## config.mk

```make
export PLATFORM = sky130hd
export DESIGN_NAME = top_k_score_table_flat
export DESIGN_NICKNAME = d
export VERILOG_FILES = /design/src/rtl/core/tks_pkg.sv /design/src/rtl/core/tks_if.sv /design/src/rtl/core/tks_cell.sv /design/src/rtl/core/top_k_score_table.sv /design/src/flat_wrapper.sv
export SDC_FILE = /design/constraint.sdc
export NUM_CORES = 2
export LEC_CHECK = 0
export BUFFER_PORTS_ARGS = -buffer_cell sky130_fd_sc_hd__buf_2
export CAP_MARGIN = 20
export CORE_MARGIN = 2
export CORE_UTILIZATION = 35
export DETAILED_ROUTE_END_ITERATION = 10
export SLEW_MARGIN = 20
export SYNTH_ARGS = -nofsm -noshare
export SYNTH_HDL_FRONTEND = slang
export SYNTH_SLANG_ARGS = --single-unit
```

## constraint.sdc

```tcl
create_clock -name clk_i -period 4.47 [get_ports clk_i]
set_input_delay 0.894 -clock clk_i [delete_from_list [all_inputs] [get_ports clk_i]]
set_output_delay 0.894 -clock clk_i [all_outputs]
set_load 0.03 [all_outputs]
```

## src/rtl/core/tks_pkg.sv

```systemverilog
`timescale 1ns / 1ps

package tks_pkg;

  localparam int RANKS   = 8;
  localparam int SCORE_W = 32;
  localparam int RANK_W  = 7;
  localparam int IDX_W   = (RANKS > 1) ? $clog2(RANKS) : 1;

  localparam logic ACT_READ   = 1'b0;
  localparam logic ACT_SUBMIT = 1'b1;

  // Token that walks down the chain of cells during an insertion.
  typedef struct packed {
    logic                      tok;
    logic                      found;
    logic [RANK_W-1:0]         rank;
    logic signed [SCORE_W-1:0] carry;
  } tks_link_t;

endpackage

```

## src/rtl/core/tks_if.sv

```systemverilog
`timescale 1ns / 1ps

interface tks_req_if;
  import tks_pkg::*;
  logic                      valid;
  logic                      ready;
  logic                      action;
  logic signed [SCORE_W-1:0] score;

  modport source (output valid, output action, output score, input ready);
  modport sink   (input valid, input action, input score, output ready);
endinterface

interface tks_rsp_if;
  import tks_pkg::*;
  logic                      valid;
  logic                      ready;
  logic signed [SCORE_W-1:0] entry_score;
  logic [RANK_W-1:0]         rank;
  logic                      last;

  modport source (output valid, output entry_score, output rank, output last, input ready);
  modport sink   (input valid, input entry_score, input rank, input last, output ready);
endinterface

```

## src/rtl/core/tks_cell.sv

```systemverilog
`timescale 1ns / 1ps

module tks_cell (
  input  logic                               clk_i,
  input  logic                               rst_ni,
  input  logic [tks_pkg::RANK_W-1:0]         idx_i,
  input  logic signed [tks_pkg::SCORE_W-1:0] score_i,
  input  logic                               rot_i,
  input  logic signed [tks_pkg::SCORE_W-1:0] nb_val_i,
  input  tks_pkg::tks_link_t                 link_i,
  output tks_pkg::tks_link_t                 link_o,
  output logic signed [tks_pkg::SCORE_W-1:0] val_o
);
  import tks_pkg::*;

  logic signed [SCORE_W-1:0] val_q, val_d;
  tks_link_t                 link_q, link_d;
  logic                      swap;
  logic                      eq;

  always_comb begin
    swap   = val_q < link_i.carry;
    val_d  = val_q;
    link_d = link_i;
    eq     = 1'b0;
    if (rot_i) begin
      val_d = nb_val_i;
    end else if (link_i.tok) begin
      val_d        = swap ? link_i.carry : val_q;
      link_d.carry = swap ? val_q : link_i.carry;
      eq           = (val_d == score_i);
      link_d.found = link_i.found | eq;
      // Keep the first match found further up the chain.
      if (!link_i.found) begin
        link_d.rank = eq ? idx_i + RANK_W'(1) : '0;
      end
    end
  end

  always_ff @(posedge clk_i or negedge rst_ni) begin
    if (!rst_ni) begin
      val_q  <= '0;
      link_q <= '0;
    end else begin
      val_q  <= val_d;
      link_q <= link_d;
    end
  end

  assign link_o = link_q;
  assign val_o  = val_q;

endmodule

```

## src/rtl/core/top_k_score_table.sv

```systemverilog
// Channel  Port   Dir  Payload                     Role
// request  req_i  in   action, score               read table / submit score
// result   rsp_o  out  entry_score, rank, last     table entries or submit rank
//
// A submit walks the score one cell per cycle down the chain, then its rank
// is moved into the output register. A read gives RANKS items, one per cycle
// while the result is not stalled, as the chain rotates past cell 0.
// Reset clears every entry to zero at once. A stalled result holds the
// output register; the next request is taken as soon as the block is idle.
`timescale 1ns / 1ps

module top_k_score_table (
  input  logic   clk_i,
  input  logic   rst_ni,
  tks_req_if.sink   req_i,
  tks_rsp_if.source rsp_o
);
  import tks_pkg::*;

  typedef enum logic [1:0] {
    ST_IDLE,
    ST_SUBMIT,
    ST_SUB_OUT,
    ST_READ
  } state_e;

  state_e                    state_q;
  logic [IDX_W-1:0]          cnt_q;
  logic signed [SCORE_W-1:0] score_q;
  logic [RANK_W-1:0]         rank_hold_q;
  tks_link_t                 head_q;

  logic                      out_valid_q;
  logic signed [SCORE_W-1:0] out_score_q;
  logic [RANK_W-1:0]         out_rank_q;
  logic                      out_last_q;

  // Chain wiring: link[i] enters cell i, link[RANKS] leaves the last cell.
  tks_link_t                 link [RANKS+1];
  logic signed [SCORE_W-1:0] val  [RANKS];
  logic [RANKS-1:0]          tok_vec;

  logic out_free;
  logic out_load;
  logic rotate;
  logic accept;
  logic cnt_last;

  assign accept   = req_i.valid && req_i.ready;
  assign out_free = !out_valid_q || rsp_o.ready;
  // A new result enters the output register in these cycles.
  assign out_load = ((state_q == ST_SUB_OUT) || (state_q == ST_READ)) && out_free;
  // During a read the whole chain shifts toward cell 0 once per delivered item;
  // after RANKS shifts every entry is back in its own cell.
  assign rotate   = (state_q == ST_READ) && out_free;
  assign cnt_last = (cnt_q == IDX_W'(RANKS - 1));

  assign link[0] = head_q;

  for (genvar i = 0; i < RANKS; i++) begin : g_cell
    tks_cell u_cell (
      .clk_i    (clk_i),
      .rst_ni   (rst_ni),
      .idx_i    (RANK_W'(i)),
      .score_i  (score_q),
      .rot_i    (rotate),
      .nb_val_i (val[(i + 1) % RANKS]),
      .link_i   (link[i]),
      .link_o   (link[i+1]),
      .val_o    (val[i])
    );
    assign tok_vec[i] = link[i].tok;
  end

  assign req_i.ready       = (state_q == ST_IDLE);
  assign rsp_o.valid       = out_valid_q;
  assign rsp_o.entry_score = out_score_q;
  assign rsp_o.rank        = out_rank_q;
  assign rsp_o.last        = out_last_q;

  always_ff @(posedge clk_i or negedge rst_ni) begin
    if (!rst_ni) begin
      state_q     <= ST_IDLE;
      cnt_q       <= '0;
      head_q.tok  <= 1'b0;
      out_valid_q <= 1'b0;
    end else begin
      // The insertion token is launched into cell 0 for one cycle only.
      head_q.tok  <= accept && (req_i.action == ACT_SUBMIT);
      out_valid_q <= out_load || (out_valid_q && !rsp_o.ready);
      case (state_q)
        ST_IDLE: begin
          if (accept) begin
            cnt_q <= '0;
            if (req_i.action == ACT_SUBMIT) begin
              head_q.found <= 1'b0;
              head_q.rank  <= '0;
              head_q.carry <= req_i.score;
              score_q      <= req_i.score;
              state_q      <= ST_SUBMIT;
            end else begin
              state_q <= ST_READ;
            end
          end
        end
        ST_SUBMIT: begin
          if (link[RANKS].tok) begin
            rank_hold_q <= link[RANKS].found ? link[RANKS].rank : '0;
            state_q     <= ST_SUB_OUT;
          end
        end
        ST_SUB_OUT: begin
          if (out_free) begin
            out_score_q <= '0;
            out_rank_q  <= rank_hold_q;
            out_last_q  <= 1'b1;
            state_q     <= ST_IDLE;
          end
        end
        ST_READ: begin
          if (out_free) begin
            out_score_q <= val[0];
            out_rank_q  <= RANK_W'(cnt_q) + RANK_W'(1);
            out_last_q  <= cnt_last;
            cnt_q       <= cnt_q + IDX_W'(1);
            if (cnt_last) begin
              state_q <= ST_IDLE;
            end
          end
        end
        default: begin
          state_q <= ST_IDLE;
        end
      endcase
    end
  end

  // At most one insertion token is ever in flight along the chain.
  assert property (@(posedge clk_i) disable iff (!rst_ni) $onehot0(tok_vec))
    else $error("more than one insertion token in the chain");

  // The chain never rotates while an insertion token is moving.
  assert property (@(posedge clk_i) disable iff (!rst_ni) rotate |-> (tok_vec == '0))
    else $error("rotation during insertion");

  // The token only reaches the end of the chain while a submit is pending.
  assert property (@(posedge clk_i) disable iff (!rst_ni)
                   link[RANKS].tok |-> (state_q == ST_SUBMIT))
    else $error("insertion token outside of a submit");

  // An accepted request always leaves the idle state.
  assert property (@(posedge clk_i) disable iff (!rst_ni) accept |=> (state_q != ST_IDLE))
    else $error("request accepted without starting work");

endmodule
```

## src/flat_wrapper.sv

```systemverilog
// flat-port wrapper written by rule: the top's interface ports become plain ports
module top_k_score_table_flat import tks_pkg::*;
  (clk_i, rst_ni, req_i_valid, req_i_action, req_i_score, req_i_ready, rsp_o_valid, rsp_o_entry_score, rsp_o_rank, rsp_o_last, rsp_o_ready);
  tks_req_if req_i_i ();
  tks_rsp_if rsp_o_i ();
  input  logic clk_i;
  input  logic rst_ni;
  input wire logic [$bits(req_i_i.valid)-1:0] req_i_valid;
  input wire logic [$bits(req_i_i.action)-1:0] req_i_action;
  input wire logic [$bits(req_i_i.score)-1:0] req_i_score;
  output wire logic [$bits(req_i_i.ready)-1:0] req_i_ready;
  output wire logic [$bits(rsp_o_i.valid)-1:0] rsp_o_valid;
  output wire logic [$bits(rsp_o_i.entry_score)-1:0] rsp_o_entry_score;
  output wire logic [$bits(rsp_o_i.rank)-1:0] rsp_o_rank;
  output wire logic [$bits(rsp_o_i.last)-1:0] rsp_o_last;
  input wire logic [$bits(rsp_o_i.ready)-1:0] rsp_o_ready;
  assign req_i_i.valid = req_i_valid;
  assign req_i_i.action = req_i_action;
  assign req_i_i.score = req_i_score;
  assign req_i_ready = req_i_i.ready;
  assign rsp_o_valid = rsp_o_i.valid;
  assign rsp_o_entry_score = rsp_o_i.entry_score;
  assign rsp_o_rank = rsp_o_i.rank;
  assign rsp_o_last = rsp_o_i.last;
  assign rsp_o_i.ready = rsp_o_ready;
  top_k_score_table u_core (.clk_i(clk_i), .rst_ni(rst_ni), .req_i(req_i_i), .rsp_o(rsp_o_i));
endmodule
```

==> results.cfg <==
[run_status]
run_status = complete, no violations

[cells_and_area]
final_core_utilization = 0.4025
nets = 4545
share_of_cells_above_drive_strength_1 = 0.1165
finalInstanceArea_um2 = 42310
synthToLayoutAreaGrowth_pct = 14.39

[setup_path]
worst_ep_arrival_time_ns = 4.86
ff2ff_setup_slack_ns = 0.18
critical_path.cell_chain = ha_1 > and4_1 > nand3_1 > or2_2 > o22ai_1 > a21o_1 > nor2_1 > mux2_2 > a222oi_1 > o2111a_1 > nand3_1 > nand2_1
critPathRequiredTime_ns = 5.04
crit-reg2reg-capture = u_core.g_cell[2].u_cell.link_o[33]$_DFF_PN0_
start_kind = register
critical-path-slowest-cell = sky130_fd_sc_hd__nor2_1
rr_startpoint = u_core.g_cell[2].u_cell.val_o[31]$_DFFE_PN0P_
worstPathMaxFanout = 10
critical_path_class = register to register
end_kind = register
cpPeakStageDelay_ns = 0.75
worstRegToRegCells = 12
cp_common_cell = sky130_fd_sc_hd__nand3_1

[yosys]
netlist_area_um2 = 36990
synth_cells = 4157
synth_warnings = 0
synth_flop_cell = sky130_fd_sc_hd__dfrtp_1
synth_enable_flop_cells = 73
yosysTopAreaCell = sky130_fd_sc_hd__dfrtp_1
netlist-cell-type-count = 91
synth_largest_type_area_fraction = 0.3539
most_area_consuming_cells_after_synthesis = sky130_fd_sc_hd__dfrtp_1 (35%), sky130_fd_sc_hd__ha_1 (8.5%), sky130_fd_sc_hd__a21oi_1 (7.2%), sky130_fd_sc_hd__edfxtp_1 (5.9%), sky130_fd_sc_hd__nor2_1 (5.2%)
synth.yosys.seq_area_share = 0.4131
syn_area_per_cell_um2 = 8.897
async_flop_share = 0.8775
synth_seq_cells = 596

[sta]
fin_worst_skew_ns = 0.03107
final_critical_path_setup_slack_ns = 0.1830
final.min_clock_period_ns = 4.287
finalHoldViolations = 0
timing.max_slew.rel_slack = 0.3279
fmax_mhz = 233.3
totalNegativeSetupSlack_ns = 0
final_min_period_over_clock_period = 0.9591
maxSlewViolCount = 0
finalSetupViolations = 0
worstMarginPinSlew_ns = 1.004
rsz0062_at_grt = false
final.hold.worst_slack_ns = 0.1537

[global_routing]
antenna_found_initial = 3
grt_use_met1 = 0.4376
grt_start_max_net_pins = 143
grt.overflow.total = 0
top_usage_layer = met2
grtUsageMet3 = 0.07955
grt_pass1_vias = 32290
grt_first_pass_wirelength_um = 242100
grt_util_all_layers = 0.3136
grtUsageMet2 = 0.4493

[clocking]
cts_resized = 0
path_clk_slew_ns = 0.07
cts_num_sinks = 596
cts_made_buffers = 69
cts_setup_buffers = 0
cts_tree = built
cts.hold.buffers_added = 0
h-tree-depth = 3
clockRootBuffer = sky130_fd_sc_hd__clkbuf_16
cts_max_path_buffers = 3
clock_insertion_delay_worst_skew_ns = 0.64

[die]
io-pin-count = 79
die-width_um = 329.1
rows = 119
die_area_um2 = 108300
initial_utilization = 0.3518
die_height_um = 329.1
placeableCoreArea_um2 = 105100

[placement]
place_area_um2 = 39950
dp_hpwl_um = 127100
portBuffers = 75
dpl_worst_slack_ns = 0.2239
placer_congestion_estimate = 1.001

[route]
detail_route.first_pass.iterations = 6
vias = 34420
drtAntennaViolNets = 0
initialDrtViolationCount = 4993
detail_routed_via_count_per_cell = 6.035
wire_per_inst_um = 30.36
finalWirelength_um = 173200
drc_errors = 0

[job]
cap_violations = 0

[hold_path]
hold_path_class = input port to async pin

[pwr]
cellPowerDensity_nw_per_um2 = 740.6
power_leakage_nw = 18.30
max-vdd-ir-drop_mv = 0.3654
-- critical path, delay by kind of cell, from the launching register on --
kind | cells | cell delay [ns]
adder cells (fa/ha/maj) | 1 | 0.50
flip-flops | 1 | 0.50
AND/OR/NAND/NOR | 6 | 1.63
multiplexers | 1 | 0.42
AO/OA/AOI/OAI | 4 | 1.18
-- power by group --
| group | internal, mW | total (mW) | switching, mW |
|---|---|---|---|
| clock network | 3.57 | 6.09 | 2.52 |
| registers | 7.37 | 10.3 | 2.89 |
| logic | 5.78 | 15.0 | 9.21 |
-- worst max-delay path by stage --
stage / start / cells after the start / endpoint / slack, ns
floorplan: u_core.score_q[1]$_DFFE_PP_ / 15 / u_core.g_cell[0].u_cell.val_o[24]$_DFFE_PN0P_ / 0.83
global placement: u_core.g_cell[5].u_cell.val_o[11]$_DFFE_PN0P_ / 13 / u_core.g_cell[5].u_cell.link_o[34]$_DFF_PN0_ / 0.27
detailed placement: u_core.g_cell[2].u_cell.val_o[31]$_DFFE_PN0P_ / 12 / u_core.g_cell[2].u_cell.link_o[33]$_DFF_PN0_ / 0.22
CTS: u_core.g_cell[2].u_cell.val_o[31]$_DFFE_PN0P_ / 12 / u_core.g_cell[2].u_cell.link_o[33]$_DFF_PN0_ / 0.24
global route: u_core.g_cell[1].u_cell.link_o[31]$_DFF_PN0_ / 13 / u_core.g_cell[2].u_cell.link_o[32]$_DFF_PN0_ / 0.004
finish: u_core.g_cell[2].u_cell.val_o[31]$_DFFE_PN0P_ / 12 / u_core.g_cell[2].u_cell.link_o[33]$_DFF_PN0_ / 0.18
-- final cells by class --
type / instances / area, um^2
Fill cell: 10600 / 62810
Multi-Input combinational cell: 2994 / 19650
Sequential cell: 596 / 15280
Timing Repair Buffer: 283 / 2110
Clock buffer: 89 / 1916
Tap cell: 1391 / 1740
Inverter: 314 / 1179
Clock inverter: 34 / 432.9
Antenna cell: 2 / 5.005
-- cell families after synthesis --
group | after synthesis | synth area share
compound gates | 1173 | 0.1919
simple gates | 1138 | 0.1406
flops | 596 | 0.4131
buf+inv | 569 | 0.05917
fa+ha+maj | 250 | 0.08457
xor+xnor | 227 | 0.05375
mux | 203 | 0.05680
other cells | 1 | 0.0001014
-- cell usage in the layout (no fill, tap or decap), types with 136 or more instances in the layout --
cell                      count
sky130_fd_sc_hd__ha_1       250
sky130_fd_sc_hd__a21oi_1    531
sky130_fd_sc_hd__inv_1      304
sky130_fd_sc_hd__dfrtp_1    523
sky130_fd_sc_hd__nor2_1     508
sky130_fd_sc_hd__o21ai_0    247
sky130_fd_sc_hd__nand2_1    272
sky130_fd_sc_hd__buf_4      195
sky130_fd_sc_hd__xnor2_1    136
sky130_fd_sc_hd__mux2i_1    146
-- sequential cells by signal (all words and copies together), names as in the netlist --
name / count
u_core.head_q: 1
u_core.rank_hold_q: 4
u_core.g_cell.u_cell.link_o: 260
u_core.state_q: 2
u_core.score_q: 32
u_core.rsp_o.valid: 1
u_core.rsp_o.entry_score: 32
u_core.g_cell.u_cell.val_o: 256
u_core.rsp_o.rank: 4
u_core.cnt_q: 3
u_core.rsp_o.last: 1
-- cell usage after synthesis, drive strengths merged, types with 5 or more instances --
master and count:
a221oi 28, mux2i 148, edfxtp 73, clkinv 10
o31ai 11, inv 304, a21oi 532, and2 8
o221ai 19, or3 16, xor2 91, and3 33
nand3 43, nor4b 6, nand2b 28, nor2b 9
a211oi 24, o21ai 247, a22oi 10, a222oi 12
clkbuf 202, or2 8, o2111ai 8, nor2 513
a21o 93, nor4 45, o21a 16, nor3 34
o22ai 81, and4 10, dfrtp 523, a221o 6
nand2 275, a22o 8, o211ai 9, a31oi 5
xnor2 136, nand4 92, ha 250, a2111oi 16
buf 53, nand3b 5, o2bb2ai 6, mux2 55
-- metrics by stage --
step,power [mW],cells
floorplan,18.74,4159
CTS,30.84,5701
detailed placement,24.69,5578
global route,32.93,5701
finish,31.33,5703
global placement,24.54,5578
-- layer usage --
metal,wire (um),part of all wire
met4,10050,0.058
met2,71360,0.41
met3,19850,0.11
met5,13,0.000075
met1,71890,0.42
Power figures use the tool's default switching activity.
